### config.mk
export PLATFORM = sky130hd
export DESIGN_NAME = sorted_priority_queue
export DESIGN_NICKNAME = d
export VERILOG_FILES = /design/src/spq_pkg.sv /design/src/sorted_priority_queue.sv /design/src/spq_cell.sv
export SDC_FILE = /design/constraint.sdc
export NUM_CORES = 2
export LEC_CHECK = 0
export BUFFER_PORTS_ARGS = -buffer_cell sky130_fd_sc_hd__buf_2
export CAP_MARGIN = 15
export CELL_PAD_IN_SITES_DETAIL_PLACEMENT = 0
export CELL_PAD_IN_SITES_GLOBAL_PLACEMENT = 2
export CORE_ASPECT_RATIO = 0.8
export CORE_MARGIN = 8
export CORE_UTILIZATION = 43
export DETAILED_ROUTE_END_ITERATION = 8
export PLACE_DENSITY_LB_ADDON = 0.1
export SLEW_MARGIN = 25
export SYNTH_ARGS = -nofsm -noshare
export SYNTH_HDL_FRONTEND = slang
export SYNTH_SLANG_ARGS = --single-unit
### constraint.sdc
create_clock -name clk -period 10.1 [get_ports clk]
set_clock_uncertainty 0.15 [all_clocks]
set_input_delay 2.02 -clock clk [delete_from_list [all_inputs] [get_ports clk]]
set_output_delay 2.02 -clock clk [all_outputs]
set_load 0.01 [all_outputs]
### src/spq_pkg.sv
// ----------------------------------------------------------------------------
// spq_pkg: shared types and codes for the sorted priority queue
// Transaction structs, command and status codes, and default sizes.
// ----------------------------------------------------------------------------
`default_nettype none

package spq_pkg;

  localparam int QUEUE_DEPTH_DEF   = 16;
  localparam int PRIORITY_BITS_DEF = 16;

  localparam logic [1:0] CMD_ENQUEUE = 2'd0;
  localparam logic [1:0] CMD_DEQUEUE = 2'd1;
  localparam logic [1:0] CMD_PEEK    = 2'd2;

  localparam logic [1:0] ST_OK        = 2'd0;
  localparam logic [1:0] ST_UNDERFLOW = 2'd1;
  localparam logic [1:0] ST_FULL      = 2'd2;

  typedef struct packed {
    logic        [1:0]  cmd;
    logic signed [31:0] item_data;
    logic signed [15:0] item_priority;
  } spq_in_t;

  typedef struct packed {
    logic signed [31:0] front_data;
    logic        [1:0]  status;
    logic               is_empty;
    logic        [4:0]  fill_count;
  } spq_out_t;

  // per-cycle command broadcast to every cell
  typedef struct packed {
    logic enq;  // insert the new entry (queue not full)
    logic deq;  // shift everything one place towards the front
  } spq_ctl_t;

endpackage : spq_pkg

`default_nettype wire

### src/sorted_priority_queue.sv
// ----------------------------------------------------------------------------
// sorted_priority_queue: stable bounded priority queue
// A row of cells kept in ascending priority order; smaller priority first,
// first in first out among equal priorities.
// ----------------------------------------------------------------------------
//
//   channel | ports                      | handshake
//   --------+----------------------------+------------------------------------
//   input   | start, busy, in_item       | taken when start high, busy low
//   result  | out_strobe, out_result     | one-cycle strobe, cannot be held off
//
// Cycles: one transaction per clock. busy is held low; every cell compares
// against the new priority in parallel, so the whole chain updates together.
// Latency: the result appears the cycle after start (registered outputs).
// Reset: rst_n synchronous, active low; clears the fill count and the strobe.
// Cell contents are not reset; only slots below the fill count are read.
// Stalls: none on either side; the receiver must take each result as shown.
// ----------------------------------------------------------------------------
`default_nettype none

module sorted_priority_queue import spq_pkg::*; #(
  parameter int QUEUE_DEPTH   = QUEUE_DEPTH_DEF,
  parameter int PRIORITY_BITS = PRIORITY_BITS_DEF
) (
  input  wire logic     clk,
  input  wire logic     rst_n,
  input  wire logic     start,
  output logic          busy,
  input  wire spq_in_t  in_item,
  output logic          out_strobe,
  output spq_out_t      out_result
);

  localparam int CNT_W = $clog2(QUEUE_DEPTH + 1);

  // fill count and result register
  logic [CNT_W-1:0] count_r, count_nxt;
  logic             out_strobe_r;
  spq_out_t         out_r, out_nxt;

  // chain wiring
  logic signed [31:0]              cell_data [QUEUE_DEPTH];
  logic signed [PRIORITY_BITS-1:0] cell_prio [QUEUE_DEPTH];
  logic [QUEUE_DEPTH-1:0]          cell_keep;
  logic [QUEUE_DEPTH-1:0]          cell_occ;

  logic signed [PRIORITY_BITS-1:0] new_prio;
  logic                            accept;
  logic                            is_full, is_none;
  spq_ctl_t                        ctl;
  logic [CNT_W+4:0]                count_ext;

  assign busy   = 1'b0;
  assign accept = start && !busy;

  // priority field narrowed or sign-extended to the stored width
  generate
    if (PRIORITY_BITS <= 16) begin : g_prio_narrow
      assign new_prio = in_item.item_priority[PRIORITY_BITS-1:0];
    end else begin : g_prio_wide
      assign new_prio = PRIORITY_BITS'(in_item.item_priority);
    end
  endgenerate

  assign is_full = (count_r == CNT_W'(QUEUE_DEPTH));
  assign is_none = (count_r == '0);

  assign ctl.enq = accept && (in_item.cmd == CMD_ENQUEUE) && !is_full;
  assign ctl.deq = accept && (in_item.cmd == CMD_DEQUEUE) && !is_none;

  // ---- the cell row: slot 0 is the front of the queue ----
  genvar gi;
  generate
    for (gi = 0; gi < QUEUE_DEPTH; gi++) begin : g_cell
      logic                            lk;
      logic signed [31:0]              ld, rd;
      logic signed [PRIORITY_BITS-1:0] lp, rp;

      assign cell_occ[gi] = (count_r > CNT_W'(gi));

      if (gi == 0) begin : g_first
        // nothing ahead of the front slot: an insert ahead of its entry lands here
        assign lk = 1'b1;
        assign ld = in_item.item_data;
        assign lp = new_prio;
      end else begin : g_mid
        assign lk = cell_keep[gi-1];
        assign ld = cell_data[gi-1];
        assign lp = cell_prio[gi-1];
      end

      if (gi == QUEUE_DEPTH - 1) begin : g_last
        // tail slot falls out of use on dequeue; contents don't matter
        assign rd = cell_data[gi];
        assign rp = cell_prio[gi];
      end else begin : g_inner
        assign rd = cell_data[gi+1];
        assign rp = cell_prio[gi+1];
      end

      spq_cell #(
        .PRIO_W (PRIORITY_BITS)
      ) u_cell (
        .clk        (clk),
        .ctl        (ctl),
        .occ        (cell_occ[gi]),
        .left_keep  (lk),
        .new_data   (in_item.item_data),
        .new_prio   (new_prio),
        .left_data  (ld),
        .left_prio  (lp),
        .right_data (rd),
        .right_prio (rp),
        .keep       (cell_keep[gi]),
        .data       (cell_data[gi]),
        .prio       (cell_prio[gi])
      );
    end
  endgenerate

  // ---- count and result ----
  always_comb begin
    count_nxt = count_r;
    if (ctl.enq) begin
      count_nxt = count_r + CNT_W'(1);
    end else if (ctl.deq) begin
      count_nxt = count_r - CNT_W'(1);
    end
  end

  // fill count reported modulo 32
  assign count_ext = (CNT_W + 5)'(count_nxt);

  always_comb begin
    out_nxt.front_data = '0;
    out_nxt.status     = ST_OK;
    unique case (in_item.cmd)
      CMD_ENQUEUE: begin
        if (is_full) begin
          out_nxt.status = ST_FULL;
        end
      end
      CMD_DEQUEUE, CMD_PEEK: begin
        if (is_none) begin
          out_nxt.status = ST_UNDERFLOW;
        end else begin
          out_nxt.front_data = cell_data[0];
        end
      end
      default: begin
        // unused code: no operation
      end
    endcase
    out_nxt.is_empty   = (count_nxt == '0);
    out_nxt.fill_count = count_ext[4:0];
  end

  always_ff @(posedge clk) begin
    if (!rst_n) begin
      count_r      <= '0;
      out_strobe_r <= 1'b0;
    end else begin
      count_r      <= count_nxt;
      out_strobe_r <= accept;
    end
  end

  always_ff @(posedge clk) begin
    if (accept) begin
      out_r <= out_nxt;
    end
  end

  assign out_strobe = out_strobe_r;
  assign out_result = out_r;

endmodule : sorted_priority_queue

`default_nettype wire

### src/spq_cell.sv
// ----------------------------------------------------------------------------
// spq_cell: one slot of the sorted chain
// Holds one entry; keeps, takes the new entry, or takes a neighbour's entry.
// ----------------------------------------------------------------------------
`default_nettype none

module spq_cell import spq_pkg::*; #(
  parameter int PRIO_W = PRIORITY_BITS_DEF
) (
  input  wire logic                     clk,
  input  wire spq_ctl_t                 ctl,
  input  wire logic                     occ,        // slot holds a live entry
  input  wire logic                     left_keep,  // left slot stays put on insert
  input  wire logic signed [31:0]       new_data,
  input  wire logic signed [PRIO_W-1:0] new_prio,
  input  wire logic signed [31:0]       left_data,
  input  wire logic signed [PRIO_W-1:0] left_prio,
  input  wire logic signed [31:0]       right_data,
  input  wire logic signed [PRIO_W-1:0] right_prio,
  output logic                          keep,
  output logic signed [31:0]            data,
  output logic signed [PRIO_W-1:0]      prio
);

  logic signed [31:0]       data_r, data_nxt;
  logic signed [PRIO_W-1:0] prio_r, prio_nxt;

  // equal priorities stay ahead of the newcomer: FIFO among ties
  assign keep = occ && (prio_r <= new_prio);

  always_comb begin
    data_nxt = data_r;
    prio_nxt = prio_r;
    if (ctl.enq && !keep) begin
      if (left_keep) begin
        data_nxt = new_data;
        prio_nxt = new_prio;
      end else begin
        data_nxt = left_data;
        prio_nxt = left_prio;
      end
    end else if (ctl.deq) begin
      data_nxt = right_data;
      prio_nxt = right_prio;
    end
  end

  always_ff @(posedge clk) begin
    data_r <= data_nxt;
    prio_r <= prio_nxt;
  end

  assign data = data_r;
  assign prio = prio_r;

endmodule : spq_cell

`default_nettype wire

==> impl_results.md <==
- CTS tree: done
- DP HPWL: 141 mm
- Routed length on met1: 109 mm
- Slew HR: 25.5%
- Post-CTS Setup Bufs: 0
- DR WL met3: 19.2 mm
- Final Non-Filler Cells: 7,348
- Sequential area share after synthesis: 41.9%
- Global-route wire length before repair: 313 mm
- Synth Warn #: 0
- DRT iter0 DRCs: 5,724
- DR vias/cell: 6.45
- DRC viols: 0
- Die Width: 428 um
- Area growth syn-to-layout: 8.03%
- Flop2flop setup slack: 4.44 ns
- Largest net degree at the start of global routing: 145
- I/O pins: 95
- Starting density of the core: 43.4%
- Final Worst Setup Slack: 2.94 ns
- Fmax: 140 MHz
- Initial antenna violation count: 12
- Mapped Area: 58,300 um2
- Crit start category: input port
- Max-cap violations: 0
- Pwr Density: 163 nW/um2
- Htree depth: 3
- Post-synth EDFFs: 808
- Top Metal Used: met4
- Leak Pwr: 21.8 nW
- VDD IR max: 0.114 mV
- Core Box Area: 134,000 um2
- Final WL: 216 mm
- Via count: 47,400
- Final critical-path required period: 7.16 ns
- Fin util: 46.9%
- Max-slew violation count: 0
- CP max FO: 64
- Clock latency on the worst-skew pair: 0.75 ns
- Hold Fails Final Rpt: 0
- Final Cycle Share: 70.9%
- Final setup fails: 0
- Post-synth top flop: edfxtp_1
- Layout cells sized above 1: 17.1%
- Worst EP arrival: 7.33 ns
- Status: finished, final reports clean
- Drt first pass iters: 6
- Clock sinks: 814
- WL met2: 83.2 mm
- Post-synthesis cell type count: 79
- Worst Hold Class: reg -> reg
- Resize count post-CTS: 0
- Routed Antenna Nets: 0
- Register-to-Register Path Depth: 11
- Syn_area_per_cell: 10.1 um2
- Full die area: 148,000 um2
- Per-cell routed wire length: 29.4 um
- Cell count after synthesis: 5,783
- Die Ht: 345 um
- TNS Setup: 0 ns
- Clock-pin slew on the worst setup and hold paths: 0.06 ns
- Clock Root Buffer: clkbuf_16
- Core Rows: 120
- RSZ-0062 raised after global routing: no
- Hold_buf cts: 0
- Critical path endpoint category: flop
- Vias in the first global route: 42,700
- Syn nets: 6,100
- Yosys reg bits: 814
- Fill cells: 12,500
- Worst slack, placed: 2.35 ns
- Final net count: 5,819
- Ys async rst share: 0%
- CP Class: in -> reg
- GPL Wtd Cong: 0.872
- Post-Place Cells: 7,173
- CTS Buf Count: 95
- Required @ worst endpoint: 10.28 ns
- Worst hold stages: 1
- Total Routing Usage GR: 28.0%
- Clock buffer depth: 3
- GR Overflow Total: 0
- Port bufs: 93
- Least-Margin Pin Slew: 1.12 ns
## cell type report
| type | count | area, um2 | share of cell area (%) |
|---|---|---|---|
| multi-input combinational | 4319 | 31600 | 50.2 |
| sequential | 814 | 24400 | 38.7 |
| clock buffer | 121 | 2490 | 3.96 |
| tap | 1769 | 2210 | 3.52 |
| timing repair buffer | 230 | 1550 | 2.47 |
| clock inverter | 51 | 531 | 0.843 |
| inverter | 42 | 159 | 0.252 |
| antenna | 2 | 5.00 | 0.00795 |
## cells in the final DEF (no fill, tap or decap), drive strengths merged, types with 40 or more instances in the layout
| cell | count |
|---|---|
| edfxtp | 808 |
| nand3 | 621 |
| mux2 | 605 |
| o21ai | 489 |
| mux2i | 467 |
| nand2 | 415 |
| ha | 264 |
| buf | 230 |
| a21oi | 196 |
| a31oi | 184 |
| nand2b | 156 |
| nand4 | 125 |
| nor2 | 122 |
| clkbuf | 121 |
| nand3b | 100 |
| nor4 | 94 |
| nor3 | 84 |
| or3 | 81 |
| clkinv | 60 |
| and3 | 40 |
## power breakdown
part           internal (W)  switching [W]  total [W]  leakage [nW]
Combinational      0.000902        0.00156    0.00246          12.8
Sequential          0.00408       0.000270    0.00435          7.54
Clock               0.00189        0.00158    0.00346          1.45
Total               0.00687        0.00341     0.0103          21.8
## critical path, cell delays in order
cell and delay, ns:
buf_2 0.68, clkinv_1 0.32, ha_1 0.38, nor2b_1 0.13, o211ai_1 0.36, a211o_1 0.22, buf_4 0.39, nand3_4 0.73
xor2_1 0.41, o22ai_4 0.18, buf_4 0.60, nand2b_2 0.24, buf_4 0.53
## routing by layer
metal,vias up,track usage (%)
met5,-,0
met4,0,5.32
met3,203,5.10
met2,1950,36.8
met1,23800,46.5
li1,21400,-
## kinds of logic (layout without fill, tap and decap cells)
family / Yosys count / in the layout / share of synthesized area [%]
AOI/OAI and AO/OA: 1046 / 1046 / 10.6
xor gates and xnor gates: 8 / 8 / 0.120
adders and majority gates: 264 / 264 / 5.67
buffers and inverters: 650 / 444 / 4.72
DFF: 814 / 814 / 41.9
muxes: 1072 / 1072 / 19.7
other: 1 / 3 / 0.00644
and+or+nand+nor: 1928 / 1928 / 17.3
## stage by stage
stage          hold WS (ns)  instance area [um2]  total power [W]
2_1_floorplan         0.366                58300          0.00599
3_3_place_gp          0.377                59800          0.00679
3_5_place_dp          0.384                59900          0.00683
4_1_cts               0.398                62900           0.0103
5_1_grt               0.408                62900           0.0107
6_report              0.396                62900           0.0103
## synth_stat cells (93+ instances only)
cell / n / area (um2)
edfxtp_1: 808 / 24300
ha_1: 264 / 3300
o21ai_1: 149 / 746
o21ai_0: 340 / 1700
a31oi_1: 183 / 1140
mux2i_1: 467 / 4670
nand3_1: 620 / 3100
clkbuf_1: 399 / 1500
nand3b_1: 100 / 751
nand2b_1: 156 / 976
nor4_1: 93 / 582
mux2_2: 517 / 5820
nand4_1: 124 / 776
buf_2: 128 / 641
a21oi_1: 195 / 976
nand2_1: 415 / 1560
nor2_1: 120 / 450
## state kept, by name (all words and copies together) (netlist names)
| name | flops |
|---|---|
| g_cell.u_cell.data | 512 |
| out_strobe | 1 |
| out_result | 40 |
| count_r | 5 |
| g_cell.u_cell.prio | 256 |
## final timing paths
path,startpoint,end
worst max-delay path,in_item[1],g_cell[5].u_cell.data[27]
worst min-delay path,g_cell[15].u_cell.data[19],g_cell[14].u_cell.data[19]
worst max register to register,g_cell[5].u_cell.prio[15],g_cell[5].u_cell.data[27]
worst min register to register,g_cell[15].u_cell.data[19],g_cell[14].u_cell.data[19]
No activity file was read; power rests on OpenSTA's default activity.
